`src/hw/rtl/ctok_pkg.sv`:
```
// Shared types, token codes and character helpers for the C subset tokenizer.
// Used by every RTL module of the block and by its checker; no dependencies.
package ctok_pkg;

    localparam int CTOK_POSITION_BITS = 16;
    localparam int CTOK_KEYWORD_CHARS = 6;

    localparam logic [5:0] K_END      = 6'd0;
    localparam logic [5:0] K_IDENT    = 6'd1;
    localparam logic [5:0] K_KEYWORD  = 6'd2;
    localparam logic [5:0] K_TYPE     = 6'd3;
    localparam logic [5:0] K_RETURN   = 6'd4;
    localparam logic [5:0] K_INT      = 6'd5;
    localparam logic [5:0] K_FLOAT    = 6'd6;
    localparam logic [5:0] K_STRING   = 6'd7;
    localparam logic [5:0] K_CHAR     = 6'd8;
    localparam logic [5:0] K_PRE      = 6'd9;
    localparam logic [5:0] K_ERROR    = 6'd10;
    localparam logic [5:0] K_LPAREN   = 6'd11;
    localparam logic [5:0] K_RPAREN   = 6'd12;
    localparam logic [5:0] K_LBRACE   = 6'd13;
    localparam logic [5:0] K_RBRACE   = 6'd14;
    localparam logic [5:0] K_LBRACKET = 6'd15;
    localparam logic [5:0] K_RBRACKET = 6'd16;
    localparam logic [5:0] K_SEMI     = 6'd17;
    localparam logic [5:0] K_COMMA    = 6'd18;
    localparam logic [5:0] K_INC      = 6'd19;
    localparam logic [5:0] K_PLUS     = 6'd20;
    localparam logic [5:0] K_DEC      = 6'd21;
    localparam logic [5:0] K_MINUS    = 6'd22;
    localparam logic [5:0] K_NE       = 6'd23;
    localparam logic [5:0] K_NOT      = 6'd24;
    localparam logic [5:0] K_LAND     = 6'd25;
    localparam logic [5:0] K_AMP      = 6'd26;
    localparam logic [5:0] K_STAR     = 6'd27;
    localparam logic [5:0] K_SLASH    = 6'd28;
    localparam logic [5:0] K_PERCENT  = 6'd29;
    localparam logic [5:0] K_EQ       = 6'd30;
    localparam logic [5:0] K_ASSIGN   = 6'd31;
    localparam logic [5:0] K_GE       = 6'd32;
    localparam logic [5:0] K_GT       = 6'd33;
    localparam logic [5:0] K_LE       = 6'd34;
    localparam logic [5:0] K_LT       = 6'd35;
    localparam logic [5:0] K_LOR      = 6'd36;
    localparam logic [5:0] K_SYMBOL   = 6'd37;

    localparam logic [7:0] CH_NL     = 8'h0A;
    localparam logic [7:0] CH_DQUOTE = 8'h22;
    localparam logic [7:0] CH_HASH   = 8'h23;
    localparam logic [7:0] CH_SQUOTE = 8'h27;
    localparam logic [7:0] CH_DOT    = 8'h2E;
    localparam logic [7:0] CH_UNDER  = 8'h5F;

    localparam int KW_COUNT = 9;
    localparam logic [47:0] KW_TEXT [KW_COUNT] = '{
        48'h6E7275746572, 48'h6669, 48'h65736C65, 48'h726F66, 48'h656C696877,
        48'h72616863, 48'h74616F6C66, 48'h746E69, 48'h64696F76
    };
    localparam logic [2:0] KW_LEN [KW_COUNT] = '{
        3'd6, 3'd2, 3'd4, 3'd3, 3'd5, 3'd4, 3'd5, 3'd3, 3'd4
    };
    localparam logic [5:0] KW_KIND [KW_COUNT] = '{
        K_RETURN, K_KEYWORD, K_KEYWORD, K_KEYWORD, K_KEYWORD,
        K_TYPE, K_TYPE, K_TYPE, K_TYPE
    };

    typedef enum logic [2:0] {
        M_IDLE, M_WORD, M_NUM, M_STR, M_CHR_OPEN, M_CHR_BODY, M_PRE, M_OPER
    } t_mode;

    typedef struct packed {
        logic [7:0] char_code;
        logic       end_of_input;
    } t_in_item;

    typedef struct packed {
        logic [5:0]  token_kind;
        logic [15:0] start_line;
        logic [15:0] start_column;
        logic [15:0] token_length;
        logic        last_of_run;
    } t_out_item;

    typedef struct packed {
        logic      any;
        logic      has_second;
        t_out_item res0;
        t_out_item res1;
    } t_tok_pair;

    typedef struct packed {
        logic       pairable;
        logic [7:0] second;
        logic [5:0] pair_kind;
        logic [5:0] lone_kind;
    } t_pair_info;

    function automatic logic is_alpha(input logic [7:0] c);
        return (c >= 8'h61 && c <= 8'h7A) || (c >= 8'h41 && c <= 8'h5A);
    endfunction

    function automatic logic is_digit(input logic [7:0] c);
        return c >= 8'h30 && c <= 8'h39;
    endfunction

    function automatic logic is_space(input logic [7:0] c);
        return c == 8'h20 || (c >= 8'h09 && c <= 8'h0D);
    endfunction

    function automatic logic [5:0] single_code(input logic [7:0] c);
        logic [5:0] k;
        unique case (c)
            8'h28:   k = K_LPAREN;
            8'h29:   k = K_RPAREN;
            8'h7B:   k = K_LBRACE;
            8'h7D:   k = K_RBRACE;
            8'h5B:   k = K_LBRACKET;
            8'h5D:   k = K_RBRACKET;
            8'h3B:   k = K_SEMI;
            8'h2C:   k = K_COMMA;
            8'h2A:   k = K_STAR;
            8'h2F:   k = K_SLASH;
            8'h25:   k = K_PERCENT;
            default: k = K_SYMBOL;
        endcase
        return k;
    endfunction

    function automatic t_pair_info pair_info(input logic [7:0] c);
        t_pair_info p;
        p = '0;
        p.pairable = 1'b1;
        unique case (c)
            8'h2B: begin p.second = 8'h2B; p.pair_kind = K_INC;  p.lone_kind = K_PLUS;   end
            8'h2D: begin p.second = 8'h2D; p.pair_kind = K_DEC;  p.lone_kind = K_MINUS;  end
            8'h21: begin p.second = 8'h3D; p.pair_kind = K_NE;   p.lone_kind = K_NOT;    end
            8'h26: begin p.second = 8'h26; p.pair_kind = K_LAND; p.lone_kind = K_AMP;    end
            8'h3D: begin p.second = 8'h3D; p.pair_kind = K_EQ;   p.lone_kind = K_ASSIGN; end
            8'h3E: begin p.second = 8'h3D; p.pair_kind = K_GE;   p.lone_kind = K_GT;     end
            8'h3C: begin p.second = 8'h3D; p.pair_kind = K_LE;   p.lone_kind = K_LT;     end
            8'h7C: begin p.second = 8'h7C; p.pair_kind = K_LOR;  p.lone_kind = K_SYMBOL; end
            default: begin
                p.pairable  = 1'b0;
                p.lone_kind = K_SYMBOL;
            end
        endcase
        return p;
    endfunction

endpackage

```
`src/hw/rtl/ctok_lexer.sv`:
```
// Lexer state registers and the per-byte next-state and token logic.
// Depends on ctok_pkg; produces up to two token records per request.
module ctok_lexer import ctok_pkg::*; #(
    parameter int POSITION_BITS = CTOK_POSITION_BITS,
    parameter int KEYWORD_CHARS = CTOK_KEYWORD_CHARS
) (
    input  logic      i_clk,
    input  logic      i_rst_n,
    input  logic      i_adv,
    input  t_in_item  i_req,
    output t_tok_pair o_pair
);

    localparam int PB = POSITION_BITS;
    localparam int WB = 8 * KEYWORD_CHARS;
    localparam int EW = (PB > 16) ? PB : 17;
    localparam logic [PB-1:0] POS_MAX = '1;

    t_mode          r_mode, n_mode;
    logic [PB-1:0]  r_line, n_line, r_col, n_col;
    logic [PB-1:0]  r_tsl, n_tsl, r_tsc, n_tsc, r_len, n_len;
    logic           r_dot, n_dot;
    logic [7:0]     r_pend, n_pend;
    logic [WB-1:0]  r_prefix, n_prefix;

    logic [7:0]     c;
    logic [PB-1:0]  len_inc;
    logic [5:0]     word_kind;
    t_pair_info     pend_info, c_info;
    logic           restart;
    logic           a_vld, b_vld;
    logic [5:0]     a_kind, b_kind;
    logic [PB-1:0]  a_len, b_len;
    t_out_item      res_a, res_b;

    function automatic logic [15:0] clamp16(input logic [PB-1:0] v);
        logic [EW-1:0] e;
        e = EW'(v);
        return (e > EW'(16'hFFFF)) ? 16'hFFFF : e[15:0];
    endfunction

    always_comb begin
        word_kind = K_IDENT;
        for (int i = KW_COUNT - 1; i >= 0; i--) begin
            if (r_len == PB'(KW_LEN[i]) && r_prefix == WB'(KW_TEXT[i])) begin
                word_kind = KW_KIND[i];
            end
        end
    end

    assign c         = i_req.char_code;
    assign len_inc   = (r_len != POS_MAX) ? r_len + 1'b1 : r_len;
    assign pend_info = pair_info(r_pend);
    assign c_info    = pair_info(c);

    always_comb begin
        n_mode   = r_mode;
        n_line   = r_line;
        n_col    = r_col;
        n_tsl    = r_tsl;
        n_tsc    = r_tsc;
        n_len    = r_len;
        n_dot    = r_dot;
        n_pend   = r_pend;
        n_prefix = r_prefix;
        restart  = 1'b0;
        a_vld    = 1'b0;
        a_kind   = K_ERROR;
        a_len    = r_len;
        b_vld    = 1'b0;
        b_kind   = K_END;
        b_len    = '0;
        if (i_req.end_of_input) begin
            unique case (r_mode)
                M_IDLE:     a_vld = 1'b0;
                M_WORD:     begin a_vld = 1'b1; a_kind = word_kind; end
                M_NUM:      begin a_vld = 1'b1; a_kind = r_dot ? K_FLOAT : K_INT; end
                M_STR, M_CHR_OPEN, M_CHR_BODY: begin a_vld = 1'b1; a_kind = K_ERROR; end
                M_PRE:      begin a_vld = 1'b1; a_kind = K_PRE; end
                M_OPER:     begin a_vld = 1'b1; a_kind = pend_info.lone_kind; end
            endcase
            b_vld    = 1'b1;
            n_mode   = M_IDLE;
            n_len    = '0;
            n_dot    = 1'b0;
            n_pend   = '0;
            n_prefix = '0;
        end else begin
            unique case (r_mode)
                M_IDLE: restart = 1'b1;
                M_WORD: begin
                    if (is_alpha(c) || is_digit(c) || c == CH_UNDER) begin
                        for (int j = 0; j < KEYWORD_CHARS; j++) begin
                            if (r_len == PB'(j)) begin
                                n_prefix[8*j +: 8] = c;
                            end
                        end
                        n_len = len_inc;
                    end else begin
                        a_vld   = 1'b1;
                        a_kind  = word_kind;
                        restart = 1'b1;
                    end
                end
                M_NUM: begin
                    if (is_digit(c)) begin
                        n_len = len_inc;
                    end else if (c == CH_DOT && !r_dot) begin
                        n_dot = 1'b1;
                        n_len = len_inc;
                    end else begin
                        a_vld   = 1'b1;
                        a_kind  = (c == CH_DOT) ? K_ERROR : (r_dot ? K_FLOAT : K_INT);
                        restart = 1'b1;
                    end
                end
                M_STR: begin
                    n_len = len_inc;
                    if (c == CH_DQUOTE) begin
                        a_vld  = 1'b1;
                        a_kind = K_STRING;
                        a_len  = len_inc;
                        n_mode = M_IDLE;
                    end
                end
                M_CHR_OPEN: begin
                    n_len = len_inc;
                    if (c == CH_SQUOTE) begin
                        a_vld  = 1'b1;
                        a_kind = K_CHAR;
                        a_len  = len_inc;
                        n_mode = M_IDLE;
                    end else begin
                        n_mode = M_CHR_BODY;
                    end
                end
                M_CHR_BODY: begin
                    a_vld = 1'b1;
                    if (c == CH_SQUOTE) begin
                        n_len  = len_inc;
                        a_kind = K_CHAR;
                        a_len  = len_inc;
                        n_mode = M_IDLE;
                    end else begin
                        a_kind  = K_ERROR;
                        restart = 1'b1;
                    end
                end
                M_PRE: begin
                    if (c == CH_NL) begin
                        a_vld   = 1'b1;
                        a_kind  = K_PRE;
                        restart = 1'b1;
                    end else begin
                        n_len = len_inc;
                    end
                end
                M_OPER: begin
                    a_vld = 1'b1;
                    if (pend_info.pairable && c == pend_info.second) begin
                        n_len  = len_inc;
                        a_kind = pend_info.pair_kind;
                        a_len  = len_inc;
                        n_mode = M_IDLE;
                    end else begin
                        a_kind  = pend_info.lone_kind;
                        restart = 1'b1;
                    end
                    n_pend = '0;
                end
            endcase

            if (restart) begin
                n_tsl    = r_line;
                n_tsc    = r_col;
                n_len    = PB'(1);
                n_dot    = 1'b0;
                n_prefix = '0;
                priority if (is_space(c)) begin
                    n_mode = M_IDLE;
                    n_len  = '0;
                end else if (is_alpha(c) || c == CH_UNDER) begin
                    n_mode       = M_WORD;
                    n_prefix[7:0] = c;
                end else if (is_digit(c)) begin
                    n_mode = M_NUM;
                end else if (c == CH_DQUOTE) begin
                    n_mode = M_STR;
                end else if (c == CH_SQUOTE) begin
                    n_mode = M_CHR_OPEN;
                end else if (c == CH_HASH) begin
                    n_mode = M_PRE;
                end else if (c_info.pairable) begin
                    n_mode = M_OPER;
                    n_pend = c;
                end else begin
                    n_mode = M_IDLE;
                    b_vld  = 1'b1;
                    b_kind = single_code(c);
                    b_len  = PB'(1);
                end
            end

            if (c == CH_NL) begin
                n_line = (r_line != POS_MAX) ? r_line + 1'b1 : r_line;
                n_col  = PB'(1);
            end else begin
                n_col = (r_col != POS_MAX) ? r_col + 1'b1 : r_col;
            end
        end
    end

    always_comb begin
        res_a.token_kind   = a_kind;
        res_a.start_line   = clamp16(r_tsl);
        res_a.start_column = clamp16(r_tsc);
        res_a.token_length = clamp16(a_len);
        res_a.last_of_run  = !b_vld;
        res_b.token_kind   = b_kind;
        res_b.start_line   = clamp16(r_line);
        res_b.start_column = clamp16(r_col);
        res_b.token_length = clamp16(b_len);
        res_b.last_of_run  = 1'b1;
        o_pair.any         = a_vld || b_vld;
        o_pair.has_second  = a_vld && b_vld;
        o_pair.res0        = a_vld ? res_a : res_b;
        o_pair.res1        = res_b;
    end

    always_ff @(posedge i_clk) begin
        if (!i_rst_n) begin
            r_mode   <= M_IDLE;
            r_line   <= PB'(1);
            r_col    <= PB'(1);
            r_tsl    <= '0;
            r_tsc    <= '0;
            r_len    <= '0;
            r_dot    <= 1'b0;
            r_pend   <= '0;
            r_prefix <= '0;
        end else if (i_adv) begin
            r_mode   <= n_mode;
            r_line   <= n_line;
            r_col    <= n_col;
            r_tsl    <= n_tsl;
            r_tsc    <= n_tsc;
            r_len    <= n_len;
            r_dot    <= n_dot;
            r_pend   <= n_pend;
            r_prefix <= n_prefix;
        end
    end

endmodule

```
`src/hw/rtl/ctok_out_queue.sv`:
```
// Two-slot queue of token-record pairs feeding the output channel one record at a time.
// Depends on ctok_pkg for the pair and record types.
module ctok_out_queue import ctok_pkg::*; (
    input  logic      i_clk,
    input  logic      i_rst_n,
    input  logic      i_push,
    input  t_tok_pair i_pair,
    output logic      o_space,
    output logic      o_valid,
    input  logic      i_ready,
    output t_out_item o_req
);

    t_tok_pair  r_mem [2];
    logic       r_wr_ptr, r_rd_ptr, r_sub;
    logic [1:0] r_count;
    t_tok_pair  head;
    logic       pop, head_done;

    assign head      = r_mem[r_rd_ptr];
    assign o_valid   = r_count != 2'd0;
    assign o_space   = r_count != 2'd2;
    assign o_req     = r_sub ? head.res1 : head.res0;
    assign pop       = o_valid && i_ready;
    assign head_done = pop && (r_sub || !head.has_second);

    always_ff @(posedge i_clk) begin
        if (i_push) begin
            r_mem[r_wr_ptr] <= i_pair;
        end
    end

    always_ff @(posedge i_clk) begin
        if (!i_rst_n) begin
            r_wr_ptr <= 1'b0;
            r_rd_ptr <= 1'b0;
            r_sub    <= 1'b0;
            r_count  <= 2'd0;
        end else begin
            if (i_push) begin
                r_wr_ptr <= !r_wr_ptr;
            end
            if (head_done) begin
                r_rd_ptr <= !r_rd_ptr;
                r_sub    <= 1'b0;
            end else if (pop) begin
                r_sub <= 1'b1;
            end
            r_count <= r_count + 2'(i_push) - 2'(head_done);
        end
    end

endmodule

```
`src/hw/rtl/c_subset_tokenizer.sv`:
```
// A result passes through the input register and a queue slot before it is offered at the output.
// Throughput: one request per cycle while the queue has room; paired tokens leave one at a time.
// Input register, lexer and a two-pair output queue decouple the channels.
// Reset: synchronous active-low; line and column return to 1, scanner goes idle, queue empties.
// Top level of the C subset tokenizer; depends on ctok_pkg, ctok_lexer and ctok_out_queue.
module c_subset_tokenizer import ctok_pkg::*; #(
    parameter int POSITION_BITS = CTOK_POSITION_BITS,
    parameter int KEYWORD_CHARS = CTOK_KEYWORD_CHARS
) (
    input  logic      i_clk,
    input  logic      i_rst_n,
    input  logic      i_in_valid,
    output logic      o_in_ready,
    input  t_in_item  i_in_req,
    output logic      o_out_valid,
    input  logic      i_out_ready,
    output t_out_item o_out_req
);

    logic      r_in_vld;
    t_in_item  r_in;
    logic      q_space, adv;
    t_tok_pair pair;

    assign adv        = r_in_vld && q_space;
    assign o_in_ready = !r_in_vld || q_space;

    always_ff @(posedge i_clk) begin
        if (!i_rst_n) begin
            r_in_vld <= 1'b0;
        end else if (o_in_ready) begin
            r_in_vld <= i_in_valid;
        end
    end

    always_ff @(posedge i_clk) begin
        if (i_in_valid && o_in_ready) begin
            r_in <= i_in_req;
        end
    end

    ctok_lexer #(
        .POSITION_BITS (POSITION_BITS),
        .KEYWORD_CHARS (KEYWORD_CHARS)
    ) u_lexer (
        .i_clk   (i_clk),
        .i_rst_n (i_rst_n),
        .i_adv   (adv),
        .i_req   (r_in),
        .o_pair  (pair)
    );

    ctok_out_queue u_queue (
        .i_clk   (i_clk),
        .i_rst_n (i_rst_n),
        .i_push  (adv && pair.any),
        .i_pair  (pair),
        .o_space (q_space),
        .o_valid (o_out_valid),
        .i_ready (i_out_ready),
        .o_req   (o_out_req)
    );

endmodule

```
`config.mk`:
```
export PLATFORM = sky130hd
export DESIGN_NAME = c_subset_tokenizer
export DESIGN_NICKNAME = d
export VERILOG_FILES = /design/src/hw/rtl/ctok_pkg.sv /design/src/hw/rtl/ctok_lexer.sv /design/src/hw/rtl/ctok_out_queue.sv /design/src/hw/rtl/c_subset_tokenizer.sv
export SDC_FILE = /design/constraint.sdc
export NUM_CORES = 1
export LEC_CHECK = 0
export BUFFER_PORTS_ARGS = -buffer_cell sky130_fd_sc_hd__buf_2
export CAP_MARGIN = 10
export CELL_PAD_IN_SITES_DETAIL_PLACEMENT = 1
export CELL_PAD_IN_SITES_GLOBAL_PLACEMENT = 2
export CORE_MARGIN = 4
export CORE_UTILIZATION = 30
export CTS_BUF_LIST = sky130_fd_sc_hd__clkbuf_16
export DETAILED_ROUTE_END_ITERATION = 10
export PLACE_DENSITY = 0.7
export RECOVER_POWER = 100
export SLEW_MARGIN = 40
export SYNTH_ARGS = -nofsm -noshare
export SYNTH_HDL_FRONTEND = slang
export SYNTH_SLANG_ARGS = --single-unit
```
`constraint.sdc`:
```
create_clock -name i_clk -period 6.5 [get_ports i_clk]
set_input_delay 1.3 -clock i_clk [delete_from_list [all_inputs] [get_ports i_clk]]
set_output_delay 1.3 -clock i_clk [all_outputs]
set_load 0.02 [all_outputs]
```
==> flow_summary.json <==
{
  "status": "complete, but fails checks",
  "violations": "max-capacitance violations, max-slew violations",
  "finalSetupTns_ps": 0,
  "vias": 12200,
  "root_buffer": "clkbuf_16",
  "required_ps": 5200,
  "pre_cts_slack_ps": 2100,
  "design_area_sq_um": 18700,
  "power_frac_seq_pct": 43.4,
  "syn_to_final_growth_pct": 13.7,
  "drv_cap": 4,
  "fin_crit_ps": 5140,
  "grt_use_total_pct": 16.2,
  "grt_pass1_vias": 12600,
  "post_synth_mux_area_share_pct": 8.39,
  "wire_per_inst_microns": 21.0,
  "die_x_microns": 242,
  "fmax_mhz": 194,
  "worst_path_max_delay_cell": "clkbuf_1",
  "clockBufferDepth": 3,
  "synth_top_cell_area_share_pct": 36.3,
  "rsz0062_at_grt": "false",
  "fin_crit_sh_pct": 79.1,
  "cts-htree-levels": 2,
  "hold_buffers": 0,
  "synthAdderAreaFrac_pct": 0.608,
  "synth_top_family_by_area": "simple AND/OR/NAND/NOR gates",
  "cts_resized": 0,
  "die_h_microns": 242,
  "intPower_w": 0.00415,
  "crit_chain": "clkbuf_1 > mux4_2 > clkbuf_1",
  "multi_input_area_sq_um": 7050,
  "ant_nets": 0,
  "dieArea_sq_um": 58700,
  "regArea_sq_um": 8920,
  "path_buf_inv": 2,
  "clock-sinks": 346,
  "power_switching_w": 0.00170,
  "viasPerCell": 5.32,
  "core_area_sq_um": 54000,
  "antenna_found_initial": 0,
  "powerDensity_nw_per_um2": 312,
  "syn-num-nets": 1547,
  "clk_pin_slew_worst_paths_ps": 60,
  "path_class": "reg -> out",
  "worst_pin_slew_ps": 2270,
  "synth_seq_cells": 346,
  "ys_types": 86,
  "final_nets": 1586,
  "grt_max_degree": 97,
  "fin_ws_ps": 1360,
  "setup_viol": 0,
  "boundaryPins": 70,
  "synth-simple-area-share_pct": 21.0,
  "insertion_delay_ps": 570,
  "fillerInstances": 6002,
  "whs_path_depth": 1,
  "reg2reg_depth": 9,
  "drive_gt1_share_pct": 9.76,
  "p_leak_nw": 6.38,
  "placed_area_sq_um": 17500,
  "arrival_ps": 3840,
  "syn_inst": 1526,
  "cts_buffers": 41,
  "start_kind": "flop",
  "power_frac_comb_pct": 17.1,
  "drt_pass1_iterations": 5,
  "maxSlewViolCount": 109,
  "initial_core_util_pct": 30.5,
  "slew_headroom_pct": -51.5,
  "routed_wl_microns": 48100,
  "cts_tree": "yes",
  "ys.flop_type": "edfxtp_1",
  "cp_top_family": "buffers and inverters",
  "grt_overflow_total": 0,
  "n_antenna_cell": 0,
  "yosysTopAreaCell": "edfxtp_1",
  "dp_hpwl_microns": 32000,
  "hold_viol": 0,
  "synthTopCellsByArea": "edfxtp_1 36%, dfxtp_1 18%, mux4_2 5.3%",
  "slowest_delay_ps": 1680,
  "power.share.switching_pct": 29.1,
  "worstSetupEndpointType": "output port",
  "irDropWorstVdd_uv": 158,
  "clockPowerShare_pct": 39.5,
  "synth_area_per_cell_sq_um": 10.8,
  "row_count": 85,
  "finClkSkew_ps": 21.3,
  "hold_class": "reg -> reg",
  "port_buffers": 69,
  "synth_compound_area_share_pct": 11.2,
  "synth_edf_count": 199,
  "netlist_area_sq_um": 16500,
  "drt_iter0_drc": 752,
  "worstPathMaxFanout": 37,
  "synthXorXnorAreaFrac_pct": 1.76,
  "gp_congestion": 0.883,
  "postCtsSetupBuffers": 0,
  "yosysWarnings": 0,
  "async_reset_ff_share_pct": 0,
  "ys_seq_area_share_pct": 54.2,
  "grt_first_pass_wirelength_microns": 76400,
  "cpMostUsedCell": "clkbuf_1",
  "crit_cells": 3,
  "drc": 0
}
==> layout by cell type, fill, tap and decap left out, types with 32 or more instances in the layout <==
cell type,n
clkbuf_1,61
a22oi_1,37
nor2b_1,83
nor2_1,110
nand2_1,182
nor3_1,32
o21ai_0,69
edfxtp_1,199
dfxtp_1,145
a21oi_1,61
clkbuf_16,43
mux4_2,39
mux2i_1,49
nand3_1,49
and3_1,35
==> power by group through the flow <==
| stage | combinational [W] | clock [W] | sequential [W] |
|---|---|---|---|
| final | 0.000999 | 0.00231 | 0.00254 |
| after global routing | 0.00108 | 0.00249 | 0.00256 |
| after CTS | 0.00105 | 0.00239 | 0.00255 |
| after detailed placement | 0.00105 | 0 | 0.00259 |
| after global placement | 0.00104 | 0 | 0.00258 |
| after floorplan | 0.000740 | 0 | 0.00251 |
==> cell usage after synthesis (5+ instances only) <==
master	count
edfxtp_1	199
inv_1	22
a31oi_1	7
nor2_1	111
and4b_1	5
a22o_1	6
and4_1	6
a21oi_1	60
xnor2_1	15
nand2b_1	12
nor3b_1	9
nand2_1	183
mux4_2	39
xor2_1	18
a31o_2	7
a22oi_1	37
o22ai_1	5
nand4b_1	7
ha_1	8
nor4_1	18
buf_1	14
a21boi_0	7
or3_1	10
o21ai_0	64
nor2b_1	83
nor4b_1	7
a32o_1	6
dfxtp_1	147
buf_2	13
and3_1	35
o31ai_1	12
o21ai_1	7
nor3_1	31
clkbuf_1	63
mux2i_1	49
a21o_1	6
nand3_1	49
o211ai_1	6
nand4_1	27
and2_1	34
or4_1	6
==> flip-flops by register name, summed over array words and instances, names as in the netlist, 9 cells and up, named ones only <==
register          count
u_lexer.r_prefix     48
u_lexer.r_len        16
u_queue.r_mem       190
u_lexer.r_tsc        16
u_lexer.r_line       16
u_lexer.r_tsl        16
u_lexer.r_col        16
r_in                  9
==> logic make-up after synthesis <==
kind of cell	Yosys count
flip-flops	346
adder cells (fa/ha/maj)	8
AND/OR/NAND/NOR	657
multiplexers	89
AO/OA/AOI/OAI	275
buffers and inverters	118
XOR/XNOR	33
==> worst reg2reg max path, cell delays in order, from the launching register on <==
cell       delay [ps]
edfxtp_1          810
or4b_1            710
o31ai_1           400
a22oi_1           190
a211oi_1          710
o2111ai_1         290
and3_1            280
o21ai_0           660
nor2_4             50
clkbuf_2          550
==> layer usage <==
layer	track usage, %	wire length, microns	vias to the layer above
li1	-	-	5741
met4	3.79	943	0
met3	2.70	1880	69
met2	26.3	22500	229
met5	0	0	-
met1	22.8	22800	6166
==> worst paths after layout <==
check	start	end	slack [ps]
worst max-delay path	u_queue.r_sub$_SDFFE_PP0P_	o_out_req[51]	1360
worst min-delay path	u_lexer.r_prefix[15]$_SDFFE_PN0P_	u_lexer.r_prefix[15]$_SDFFE_PN0P_	490
worst max register to register	r_in[6]$_DFFE_PP_	u_queue.r_mem[1][80]$_DFFE_PP_	1390
worst min register to register	u_lexer.r_prefix[15]$_SDFFE_PN0P_	u_lexer.r_prefix[15]$_SDFFE_PN0P_	490
==> layout make-up <==
class | instances | area share [%]
clock inverters | 33 | 1.52
flip-flops and latches | 346 | 47.7
well taps | 696 | 4.65
inverters | 23 | 0.461
multi-input cells | 1062 | 37.6
repair buffers | 91 | 2.31
clock buffers | 43 | 5.75
==> stage by stage <==
| step | hold slack (ps) | cells | total power (W) | utilization [%] |
|---|---|---|---|---|
| finish | 490 | 2294 | 0.00585 | 34.7 |
| floorplan | 424 | 1526 | 0.00326 | - |
| global placement | 474 | 2215 | 0.00363 | 32.4 |
| global route | 505 | 2294 | 0.00613 | 34.7 |
| CTS | 492 | 2293 | 0.00599 | 34.9 |
| detailed placement | 473 | 2217 | 0.00364 | 32.4 |
Note: power is estimated with default switching activity, not from simulation.
